===== config.mk =====
export PLATFORM = sky130hd
export DESIGN_NAME = xorshift128_ranged_random
export DESIGN_NICKNAME = d
export VERILOG_FILES = /design/src/xr128_pkg.sv /design/src/xr128_front.sv /design/src/xr128_cmd_fifo.sv /design/src/xr128_back.sv /design/src/xorshift128_ranged_random.sv
export SDC_FILE = /design/constraint.sdc
export NUM_CORES = 1
export LEC_CHECK = 0
export BUFFER_PORTS_ARGS = -buffer_cell sky130_fd_sc_hd__buf_2
export CORE_AREA = 2 2 277 279
export CTS_CLUSTER_SIZE = 10
export DETAILED_ROUTE_END_ITERATION = 10
export DIE_AREA = 0 0 279 281
export SLEW_MARGIN = 20
export SYNTH_ARGS = -nofsm -noshare
export SYNTH_HDL_FRONTEND = slang
export SYNTH_SLANG_ARGS = --single-unit

===== constraint.sdc =====
create_clock -name clk -period 16 [get_ports clk]
set_clock_uncertainty 0.05 [all_clocks]
set_input_delay 2.4 -clock clk [delete_from_list [all_inputs] [get_ports clk]]
set_output_delay 2.4 -clock clk [all_outputs]
set_load 0.05 [all_outputs]

===== src/xr128_pkg.sv =====
// Shared types and constants for the ranged xorshift128 generator.
// Depends on nothing; every other file of the block imports it.
`timescale 1ns / 1ps
`default_nettype none

package xr128_pkg;

	localparam int WORD_W = 32;
	localparam int SPAN_W = 33;
	localparam int DRAW_W = 31;
	localparam int CNT_W = $clog2(DRAW_W);
	localparam int CMD_DEPTH_DEF = 2;

	localparam logic [WORD_W-1:0] SEED_W0 = 32'd123456789;
	localparam logic [WORD_W-1:0] SEED_W1 = 32'd362436069;
	localparam logic [WORD_W-1:0] SEED_W2 = 32'd521288629;
	localparam logic [WORD_W-1:0] SEED_W3 = 32'd88675123;

	localparam int SHIFT_A = 11;
	localparam int SHIFT_B = 8;
	localparam int SHIFT_C = 19;

	typedef struct packed {
		logic signed [WORD_W-1:0] lower_bound;
		logic signed [WORD_W-1:0] upper_bound;
	} req_t;

	typedef struct packed {
		logic signed [WORD_W-1:0] value;
		logic [DRAW_W-1:0]        raw_draw;
		logic                     advanced;
	} rsp_t;

	typedef struct packed {
		logic signed [WORD_W-1:0] lower_bound;
		logic [SPAN_W-1:0]        span;
		logic [DRAW_W-1:0]        draw;
		logic                     advanced;
	} cmd_t;

	function automatic logic [WORD_W-1:0] xs_next(input logic [WORD_W-1:0] w0,
		input logic [WORD_W-1:0] w3);
		logic [WORD_W-1:0] t;
		t = w3 ^ (w3 << SHIFT_A);
		t = t ^ (t >> SHIFT_B);
		return t ^ w0 ^ (w0 >> SHIFT_C);
	endfunction

endpackage

`default_nettype wire


===== src/xr128_front.sv =====
// Front end: accepts requests, classifies empty ranges, steps the generator.
// Depends on xr128_pkg.
`timescale 1ns / 1ps
`default_nettype none

module xr128_front import xr128_pkg::*; (
	input  wire  clk,
	input  wire  arst_n,
	input  wire  push,
	output logic full,
	input  req_t request,
	input  wire  cmd_full,
	output logic cmd_push,
	output cmd_t cmd
);

	logic [WORD_W-1:0] gen_q [4];
	logic [WORD_W-1:0] w0_next;
	logic              in_range;
	logic              accept;

	assign full = cmd_full;
	assign accept = push && !cmd_full;
	assign in_range = request.upper_bound > request.lower_bound;
	assign w0_next = xs_next(gen_q[0], gen_q[3]);

	always_comb begin
		cmd.lower_bound = request.lower_bound;
		cmd.span = {request.upper_bound[WORD_W-1], request.upper_bound}
			- {request.lower_bound[WORD_W-1], request.lower_bound} + SPAN_W'(1);
		cmd.draw = in_range ? w0_next[DRAW_W-1:0] : '0;
		cmd.advanced = in_range;
	end

	assign cmd_push = accept;

	always_ff @(posedge clk or negedge arst_n) begin
		if (!arst_n) begin
			gen_q[0] <= SEED_W0;
			gen_q[1] <= SEED_W1;
			gen_q[2] <= SEED_W2;
			gen_q[3] <= SEED_W3;
		end else if (accept && in_range) begin
			gen_q[0] <= w0_next;
			gen_q[1] <= gen_q[0];
			gen_q[2] <= gen_q[1];
			gen_q[3] <= gen_q[2];
		end
	end

endmodule

`default_nettype wire


===== src/xr128_cmd_fifo.sv =====
// Short command queue between the front end and the remainder unit.
// Depends on xr128_pkg.
`timescale 1ns / 1ps
`default_nettype none

module xr128_cmd_fifo import xr128_pkg::*; #(
	parameter int DEPTH = CMD_DEPTH_DEF
) (
	input  wire  clk,
	input  wire  arst_n,
	input  wire  push,
	input  cmd_t wdata,
	output logic full,
	input  wire  pop,
	output cmd_t rdata,
	output logic empty
);

	localparam int PTR_W = (DEPTH > 1) ? $clog2(DEPTH) : 1;
	localparam int CNT_FW = $clog2(DEPTH + 1);

	cmd_t             mem_q [DEPTH];
	logic [PTR_W-1:0] wr_ptr_q;
	logic [PTR_W-1:0] rd_ptr_q;
	logic [CNT_FW-1:0] count_q;
	logic             do_push;
	logic             do_pop;

	assign full = count_q == CNT_FW'(DEPTH);
	assign empty = count_q == '0;
	assign do_push = push && !full;
	assign do_pop = pop && !empty;
	assign rdata = mem_q[rd_ptr_q];

	always_ff @(posedge clk) begin
		if (do_push) begin
			mem_q[wr_ptr_q] <= wdata;
		end
	end

	always_ff @(posedge clk or negedge arst_n) begin
		if (!arst_n) begin
			wr_ptr_q <= '0;
			rd_ptr_q <= '0;
			count_q <= '0;
		end else begin
			if (do_push) begin
				wr_ptr_q <= (wr_ptr_q == PTR_W'(DEPTH - 1)) ? '0 : wr_ptr_q + PTR_W'(1);
			end
			if (do_pop) begin
				rd_ptr_q <= (rd_ptr_q == PTR_W'(DEPTH - 1)) ? '0 : rd_ptr_q + PTR_W'(1);
			end
			if (do_push && !do_pop) begin
				count_q <= count_q + CNT_FW'(1);
			end else if (do_pop && !do_push) begin
				count_q <= count_q - CNT_FW'(1);
			end
		end
	end

endmodule

`default_nettype wire


===== src/xr128_back.sv =====
// Back end: radix-2 remainder of the draw by the span, offset add, result register.
// Depends on xr128_pkg.
`timescale 1ns / 1ps
`default_nettype none

module xr128_back import xr128_pkg::*; (
	input  wire  clk,
	input  wire  arst_n,
	input  wire  cmd_empty,
	input  cmd_t cmd,
	output logic cmd_pop,
	output logic empty,
	input  wire  pop,
	output rsp_t result
);

	localparam logic [1:0] ST_IDLE = 2'd0;
	localparam logic [1:0] ST_RUN  = 2'd1;
	localparam logic [1:0] ST_DONE = 2'd2;

	logic [1:0]               state_q;
	logic [CNT_W-1:0]         cnt_q;
	logic [SPAN_W-1:0]        rem_q;
	logic [SPAN_W-1:0]        span_q;
	logic [DRAW_W-1:0]        dividend_q;
	logic [DRAW_W-1:0]        draw_q;
	logic signed [WORD_W-1:0] lower_q;
	logic                     adv_q;
	logic                     out_valid_q;
	rsp_t                     out_q;
	logic [SPAN_W:0]          rem_shift;
	logic [SPAN_W:0]          rem_sub;
	logic [SPAN_W-1:0]        rem_next;
	logic                     out_free;

	assign empty = !out_valid_q;
	assign result = out_q;
	assign out_free = !out_valid_q || pop;
	assign cmd_pop = (state_q == ST_IDLE) && !cmd_empty;

	assign rem_shift = {rem_q, dividend_q[DRAW_W-1]};
	assign rem_sub = rem_shift - {1'b0, span_q};
	assign rem_next = rem_sub[SPAN_W] ? rem_shift[SPAN_W-1:0] : rem_sub[SPAN_W-1:0];

	always_ff @(posedge clk) begin
		unique case (state_q)
			ST_IDLE: begin
				lower_q <= cmd.lower_bound;
				span_q <= cmd.span;
				dividend_q <= cmd.draw;
				draw_q <= cmd.draw;
				adv_q <= cmd.advanced;
				rem_q <= '0;
				cnt_q <= CNT_W'(DRAW_W - 1);
			end
			ST_RUN: begin
				rem_q <= rem_next;
				dividend_q <= dividend_q << 1;
				cnt_q <= cnt_q - CNT_W'(1);
			end
			ST_DONE: begin
				if (out_free) begin
					out_q.value <= lower_q + $signed(rem_q[WORD_W-1:0]);
					out_q.raw_draw <= draw_q;
					out_q.advanced <= adv_q;
				end
			end
			default: begin
			end
		endcase
	end

	always_ff @(posedge clk or negedge arst_n) begin
		if (!arst_n) begin
			state_q <= ST_IDLE;
			out_valid_q <= 1'b0;
		end else begin
			if (state_q == ST_DONE && out_free) begin
				out_valid_q <= 1'b1;
			end else if (pop && out_valid_q) begin
				out_valid_q <= 1'b0;
			end
			unique case (state_q)
				ST_IDLE: begin
					if (!cmd_empty) begin
						state_q <= cmd.advanced ? ST_RUN : ST_DONE;
					end
				end
				ST_RUN: begin
					if (cnt_q == '0) begin
						state_q <= ST_DONE;
					end
				end
				ST_DONE: begin
					if (out_free) begin
						state_q <= ST_IDLE;
					end
				end
				default: begin
					state_q <= ST_IDLE;
				end
			endcase
		end
	end

`ifndef SYNTHESIS
	a_rem_below_span: assert property (@(posedge clk) disable iff (!arst_n)
		(state_q == ST_RUN) |-> (rem_q < span_q))
		else $error("remainder reached the span");

	a_done_writes_word: assert property (@(posedge clk) disable iff (!arst_n)
		(state_q == ST_DONE && out_free) |=> (out_valid_q && state_q == ST_IDLE))
		else $error("finished word not written to the result register");

	a_idle_draw_zero: assert property (@(posedge clk) disable iff (!arst_n)
		(out_valid_q && !out_q.advanced) |-> (out_q.raw_draw == '0))
		else $error("nonzero draw on a word that did not step the generator");

	a_no_pop_while_busy: assert property (@(posedge clk) disable iff (!arst_n)
		(state_q == ST_RUN || state_q == ST_DONE) |-> !cmd_pop)
		else $error("command taken while the remainder unit is busy");
`endif

endmodule

`default_nettype wire


===== src/xorshift128_ranged_random.sv =====
// Top level of the ranged xorshift128 generator: front end, command queue, back end.
// Depends on xr128_pkg, xr128_front, xr128_cmd_fifo and xr128_back.
//
//   channel   handshake         word
//   request   push / full       req_t  (lower_bound, upper_bound)
//   result    pop / empty       rsp_t  (value, raw_draw, advanced)
//
// In the back end a request with a nonempty range goes through one load,
// 31 remainder steps of the shared subtractor, and one result write.
// An empty range bypasses the remainder loop and goes from the load to the write.
// Reset loads the four seed words; there is no clearing pass.
// CMD_DEPTH requests queue between the front and back ends; the result
// register holds one finished word while the next one is computed.
`timescale 1ns / 1ps
`default_nettype none

module xorshift128_ranged_random import xr128_pkg::*; #(
	parameter int CMD_DEPTH = CMD_DEPTH_DEF
) (
	input  wire  clk,
	input  wire  arst_n,
	input  wire  push,
	output logic full,
	input  req_t request,
	output logic empty,
	input  wire  pop,
	output rsp_t result
);

	cmd_t cmd_in;
	cmd_t cmd_out;
	logic cmd_push;
	logic cmd_full;
	logic cmd_pop;
	logic cmd_empty;

	xr128_front u_front (
		.clk      (clk),
		.arst_n   (arst_n),
		.push     (push),
		.full     (full),
		.request  (request),
		.cmd_full (cmd_full),
		.cmd_push (cmd_push),
		.cmd      (cmd_in)
	);

	xr128_cmd_fifo #(
		.DEPTH (CMD_DEPTH)
	) u_fifo (
		.clk    (clk),
		.arst_n (arst_n),
		.push   (cmd_push),
		.wdata  (cmd_in),
		.full   (cmd_full),
		.pop    (cmd_pop),
		.rdata  (cmd_out),
		.empty  (cmd_empty)
	);

	xr128_back u_back (
		.clk       (clk),
		.arst_n    (arst_n),
		.cmd_empty (cmd_empty),
		.cmd       (cmd_out),
		.cmd_pop   (cmd_pop),
		.empty     (empty),
		.pop       (pop),
		.result    (result)
	);

endmodule

`default_nettype wire

==> flow_summary.yaml, run 1 <==
synth:
  yosysMostFrequentCell: "edfxtp_1"
  synthTopCellsByArea: "edfxtp_1 47%, dfrtp_1 6.9%, ha_1 6.0%, dfstp_2 5.9%, mux2_2 5.4%"
  synth_edf_count: 424
  netlist.area_leader.share: 0.4716
  ys_warn_count: 0
  yosys_most_used_dff: "edfxtp_1"
  synth_area_um2: 27000
  synth_common_cells: "424 x edfxtp_1, 279 x nand2_1, 209 x nor2_1, 146 x xnor2_1, 130 x ha_1"
  synthArstFlopShare: 0.2415
  synth.avg_cell_area_um2: 12.47
  synth_top_cell_by_area: "edfxtp_1"
  synth_cells: 2164
  syn-num-nets: 2380
  synth_seq_cells: 559
  seq_area_frac_synth: 0.5996
  synth_cell_types: 75
global_route:
  grt_pass1_wl_um: 95170
  grt_start_max_net_pins: 79
  grt_overflow: 0
  grt_pass1_vias: 17320
  grt_use_total: 0.1556
  antenna_found_initial: 3
critical_path:
  end_kind: "flip-flop"
  startpoint: "request[42]"
  slowest_delay_ps: 830
  crit_chain: "buf_2, inv_1, ha_1, nand4_1, nor4_1, nor2b_1, o31a_1, o21ai_2, buf_4, nor2_4, buf_4, mux2_2"
  worstPathMaxFanout: 78
  crit_buf_inv: 4
  required_ps: 16430
  cp-start-kind: "primary input"
  cp.depth: 12
  reg2reg_from: "u_back.rem_q[3]$_SDFFCE_PN0P_"
  worstPathArrival_ps: 6440
  rrSetupSlack_ps: 12010
  crit_top_cell: "buf_4"
  critPathCapture: "u_front.gen_q[28]$_DFFE_PN0P_"
  rr_endpoint: "u_back.rem_q[30]$_SDFFCE_PN0P_"
  worstRegToRegCells: 11
  cp_slowest_cell: "nor2_4"
  criticalPathCategory: "in -> reg"
  cp_top_family: "simple AND/OR/NAND/NOR gates"
sta:
  tns_ps: 0
  setup_viol: 0
  max_clock_freq_mhz: 166.3
  min_period_ps: 6012
  worst_pin_slew_ps: 1058
  finalCritPeriodShare: 0.3757
  rsz0062_at_grt: "false"
  maxSlewViolCount: 0
  slew_headroom: 0.2950
  hold_violations: 0
routing:
  wl_per_cell_um: 18.18
  vias_per_cell: 4.958
  wl_met1_um: 25520
  drc_errors: 0
  antenna_left: 0
  maxUsedRoutingLayer: "met5"
  drt_iter0_drc: 879
  routed_wl_um: 60750
  vias: 16570
  drtPass1Iterations: 7
  wl_met3_um: 2980
  dr_wl_met2_um: 30260
power_and_ir_drop:
  powerDensity_nw_per_um2: 200.4
  irDropWorstVdd_mv: 0.09479
  p_leak_nw: 12.48
clock_network:
  post_cts_buffers: 0
  clkLatencyLatePin_ps: 600
  cts_tree: "yes"
  ctsResizeCount: 0
  htreeDepth: 3
  clockRootBuffer: "clkbuf_16"
  clock_sinks: 559
  holdBufCountCts: 0
  clk_pin_slew_worst_paths_ps: 60
  clock_path_buffers: 3
  cts_made_buffers: 68
finish:
  nets: 2536
  seq_area_um2: 16190
  finalNonFillerCells: 3342
  finish.utilization: 0.4082
  n_fill_cell: 6992
  drive_gt1_frac: 0.1871
  syn_to_final_growth_pct: 14.08
  multi_input_area_um2: 10130
floorplan:
  initial_core_util: 0.3578
  die_area_um2: 78400
  num_rows: 101
  die_h_um: 281
  pin_count: 134
  die_width_um: 279
  core_um2: 75440
place:
  gp_congestion: 0.9583
  hpwlAfterDp_um: 41860
  place_inst: 3228
  io_buffer_count: 133
hold_path:
  worstHoldPathType: "reg -> reg"
run:
  cap_viol_max_count: 0
status:
  outcome: "finished clean"
==> power by group <==
group | internal, mW | switching [mW] | leakage [nW] | total (mW)
Sequential | 2.20 | 0.193 | 5.71 | 2.40
Clock | 0.820 | 0.572 | 0.961 | 1.39
Combinational | 0.859 | 1.53 | 5.81 | 2.39
Total | 3.88 | 2.29 | 12.5 | 6.17
==> worst min-delay path by stage <==
stage | start | endpoint | slack [ps] | cells past startpoint
2_1_floorplan | u_back.adv_q$_DFFE_PP_ | u_back.result[0]$_DFFE_PP_ | 350 | 0
3_3_place_gp | u_back.adv_q$_DFFE_PP_ | u_back.result[0]$_DFFE_PP_ | 360 | 0
3_5_place_dp | u_back.draw_q[18]$_DFFE_PP_ | u_back.result[19]$_DFFE_PP_ | 360 | 0
4_1_cts | u_back.draw_q[30]$_DFFE_PP_ | u_back.result[31]$_DFFE_PP_ | 360 | 0
5_1_grt | u_back.draw_q[18]$_DFFE_PP_ | u_back.result[19]$_DFFE_PP_ | 370 | 0
6_report | u_back.draw_q[30]$_DFFE_PP_ | u_back.result[31]$_DFFE_PP_ | 360 | 0
==> stage by stage <==
stage | power [mW] | worst slack [ps] | hold WS (ps) | cell area [um2]
2_1_floorplan | 4.216 | 8842 | 350.3 | 27000
3_3_place_gp | 4.758 | 9412 | 356.0 | 28810
3_5_place_dp | 4.808 | 9325 | 355.2 | 28810
4_1_cts | 6.235 | 9951 | 355.8 | 30790
5_1_grt | 6.565 | 9727 | 372.2 | 30800
6_report | 6.173 | 9988 | 359.5 | 30800
==> sequential cells by signal, summed over array words and instances, names as in the netlist, 2 cells and up <==
signal / cells
u_front.gen_q: 128
u_back.lower_q: 32
u_fifo.count_q: 2
u_back.span_q: 33
u_back.state_q: 2
u_fifo.mem_q: 194
u_back.cnt_q: 5
u_back.rem_q: 33
u_back.dividend_q: 31
u_back.draw_q: 31
u_back.result: 64
==> area by class of cell <==
| type | instances | share of cell area |
|---|---|---|
| Sequential cell | 559 | 0.5257 |
| Multi-Input combinational cell | 1415 | 0.3290 |
| Clock buffer | 103 | 0.06192 |
| Tap cell | 978 | 0.03973 |
| Timing Repair Buffer | 148 | 0.02535 |
| Inverter | 128 | 0.01560 |
| Clock inverter | 10 | 0.002641 |
| Antenna cell | 1 | 0.00008125 |
==> per-layer routing <==
metal | vias to the layer above | global-route usage
met5 | - | 0
met4 | 2 | 0.06052
met3 | 116 | 0.03059
met2 | 379 | 0.2743
met1 | 8147 | 0.1872
li1 | 7924 | -
==> cells by family after synthesis <==
logic type	after synthesis	share of synthesized area
AO/OA/AOI/OAI	276	0.06702
XOR/XNOR	214	0.06943
adder cells (fa/ha/maj)	148	0.07360
buffers and inverters	190	0.02762
flip-flops	559	0.5996
multiplexers	157	0.06419
AND/OR/NAND/NOR	620	0.09853
==> worst reg2reg max path, delay by kind of cell (launching register included) <==
family          cells  cell delay, ps
compound gates      7            1820
xor+xnor            1             340
fa+ha+maj           1             390
simple gates        1             280
buf+inv             1             490
flops               1             430
==> cells in the final DEF, fill, tap and decap left out, types with 6 or more instances in the layout <==
cell / n
a211oi_1: 12
a21o_1: 30
a21oi_1: 87
a31oi_1: 15
and3_1: 9
buf_2: 132
buf_4: 16
clkbuf_1: 31
clkbuf_16: 71
dfrtp_1: 73
dfstp_2: 61
edfxtp_1: 424
fa_1: 18
ha_1: 130
inv_1: 127
mux2_2: 129
mux2i_1: 28
nand2_1: 278
nand2b_1: 14
nand3_1: 20
nand3b_1: 6
nand4_1: 10
nor2_1: 206
nor2b_1: 15
nor3_1: 19
nor3b_1: 6
o211ai_1: 7
o21a_1: 8
o21ai_0: 49
o21bai_1: 11
or3_1: 6
xnor2_1: 146
xor2_1: 67
No activity file was read; power rests on OpenSTA's default activity.
==> run 2: changes to the inputs <==
--- a/config.mk
+++ b/config.mk
@@ -5,11 +5,12 @@
 export SDC_FILE = /design/constraint.sdc
 export NUM_CORES = 1
 export LEC_CHECK = 0
+export ABC_AREA = 1
 export BUFFER_PORTS_ARGS = -buffer_cell sky130_fd_sc_hd__buf_2
-export CORE_AREA = 2 2 277 279
+export CORE_AREA = 2 2 287 289
 export CTS_CLUSTER_SIZE = 10
 export DETAILED_ROUTE_END_ITERATION = 10
-export DIE_AREA = 0 0 279 281
+export DIE_AREA = 0 0 289 291
 export SLEW_MARGIN = 20
 export SYNTH_ARGS = -nofsm -noshare
 export SYNTH_HDL_FRONTEND = slang
==> constraint.sdc (replaced) <==
create_clock -name clk -period 5.2 [get_ports clk]
set_clock_uncertainty 0.05 [all_clocks]
set_input_delay 0.78 -clock clk [delete_from_list [all_inputs] [get_ports clk]]
set_output_delay 0.78 -clock clk [all_outputs]
set_load 0.05 [all_outputs]
==> flow_summary.yaml, run 2 <==
status:
  outcome: "finished clean"
place:
  hpwlAfterDp_um: 51720
  pre_cts_ws_ps: 1122
  io_buffer_count: 133
  place_area_um2: 30710
  place_inst: 4181
  gp_congestion: 0.9157
clock_network:
  clock_path_buffers: 3
  cts_tree: "yes"
  clk_pin_slew_worst_paths_ps: 50
  htreeDepth: 3
  post_cts_buffers: 0
  clock_sinks: 559
  clockRootBuffer: "clkbuf_16"
  cts_made_buffers: 68
  holdBufCountCts: 0
  clkLatencyLatePin_ps: 610
  ctsResizeCount: 0
finish:
  fin_area_um2: 32720
  registers.top_by_ff_count: "u_fifo.mem_q"
  finalNonFillerCells: 4293
  drive_gt1_frac: 0.09811
  final_common_cell: "nand2_1"
  syn_to_final_growth_pct: 13.17
  largest_register_ffs: 194
  final_cell_mix: "929 x nand2_1, 424 x edfxtp_1, 325 x inv_1"
  nets: 3397
floorplan:
  initial_core_util: 0.3561
  die_width_um: 289
  num_rows: 105
  die_h_um: 291
  core_um2: 81190
  die_area_um2: 84100
  pin_count: 134
sta:
  slew_headroom: 0.2831
  setup_ws_ps: 1772
  min_period_ps: 3428
  hold_violations: 0
  worst_pin_slew_ps: 1073
  tns_ps: 0
  rsz0062_at_grt: "false"
  finalCritPeriodShare: 0.6592
  max_clock_freq_mhz: 291.7
  setup_viol: 0
  maxSlewViolCount: 0
global_route:
  grt_overflow: 0
  grt_use_total: 0.1733
  grt_start_max_net_pins: 95
  grt_pass1_vias: 20190
  antenna_found_initial: 4
  grt_pass1_wl_um: 114100
routing:
  wl_per_cell_um: 16.83
  vias: 21080
  drtPass1Iterations: 7
  drt_iter0_drc: 1627
  routed_wl_um: 72250
  antenna_left: 0
  drc_errors: 0
  vias_per_cell: 4.909
critical_path:
  criticalPathCategory: "in -> reg"
  reg2reg_from: "u_back.rem_q[6]$_SDFFCE_PN0P_"
  worstPathArrival_ps: 3910
  required_ps: 5690
  worstPathMaxFanout: 71
  cp-start-kind: "primary input"
  startpoint: "request[31]"
  end_kind: "flip-flop"
synth:
  ys_warn_count: 0
  netlist.area_leader.share: 0.4404
  yosys_most_used_dff: "edfxtp_1"
  synth_edf_count: 424
  synth_seq_cells: 559
  synthArstFlopShare: 0.2415
  synthTopCellsByArea: "edfxtp_1 44%, nand2_1 12%, dfrtp_1 6.4%, ha_1 5.6%, dfstp_2 5.5%"
  seq_area_frac_synth: 0.5599
  yosysMostFrequentCell: "nand2_1"
  synth_cell_types: 41
  synth_cells: 3054
  synth.avg_cell_area_um2: 9.467
  synth_area_um2: 28910
  synth_top_cell_by_area: "edfxtp_1"
  syn-num-nets: 3270
  synth_common_cells: "930 x nand2_1, 424 x edfxtp_1, 327 x inv_1, 274 x nor2_1, 148 x nand4_1"
power_and_ir_drop:
  irDropWorstVdd_mv: 0.3000
  p_leak_nw: 14.57
  powerDensity_nw_per_um2: 625.7
  total_power_mw: 20.47
run:
  cap_viol_max_count: 0
hold_path:
  worstHoldPathType: "in -> async"
run 2: cell count changes after synthesis, moves of 40 or more:
cell     previous run  this run
nor2_1            209       274
inv_1             128       327
mux2_2            129         0
nand3_1            20        95
a21oi_1            87       127
xnor2_1           146        69
nand4_1            10       148
nand2_1           279       930
run 2: area by class of cell:
cell class	instances	area [um2]
Antenna cell	2	5.005
Clock buffer	102	1923
Clock inverter	8	77.57
Fill cell	8061	48470
Inverter	330	1241
Multi-Input combinational cell	2066	11090
Sequential cell	559	16190
Tap cell	1070	1339
Timing Repair Buffer	156	857.1
run 2: kinds of logic after synthesis:
family / share of synthesized area
buffers and inverters: 0.05847
AND/OR/NAND/NOR: 0.2115
flip-flops: 0.5599
adder cells (fa/ha/maj): 0.06872
AO/OA/AOI/OAI: 0.05293
XOR/XNOR: 0.04847
run 2: path summary, 6_finish.rpt:
path | end | slack, ps | cells past startpoint
worst min register to register | u_back.result[30]$_DFFE_PP_ | 370 | 0
worst max-delay path | u_front.gen_q[49]$_DFFE_PN1P_ | 1770 | 12
max in group asynchronous | u_front.gen_q[22]$_DFFE_PN1P_ | 3750 | 2
min in group clk | u_fifo.mem_q[0][71]$_DFFE_PP_ | 330 | 1
worst min-delay path | u_front.gen_q[102]$_DFFE_PN0P_ | 230 | 1
worst max register to register | u_back.rem_q[26]$_SDFFCE_PN0P_ | 1820 | 13
run 2: stage by stage:
step	utilization	hold slack, ps
after floorplan	-	350.3
after global placement	0.3783	352.1
after detailed placement	0.3783	354.5
after CTS	0.4029	243.3
after global routing	0.4030	294.6
final	0.4030	226.8
run 2: worst max-delay path, cell delays in order:
cell and delay, ps:
buf_2 110, inv_1 50, ha_1 390, nand2_1 80, nor2_1 140, nand4_1 280
nor3_1 360, nand4_1 410, nand3_4 770, buf_12 320, nand2_1 90, nand2_1 70
run 2: per-layer routing:
metal	vias to the layer above	GRT usage	share of wire
met2	492	0.2571	0.44
li1	10410	-	-
met4	0	0.05771	0.025
met1	10070	0.2606	0.49
met3	100	0.02147	0.048
met5	-	0	0
run 2: power breakdown:
part           switching (mW)  internal (mW)
Combinational            6.26           2.40
Sequential              0.643           6.84
Clock                    1.78           2.55
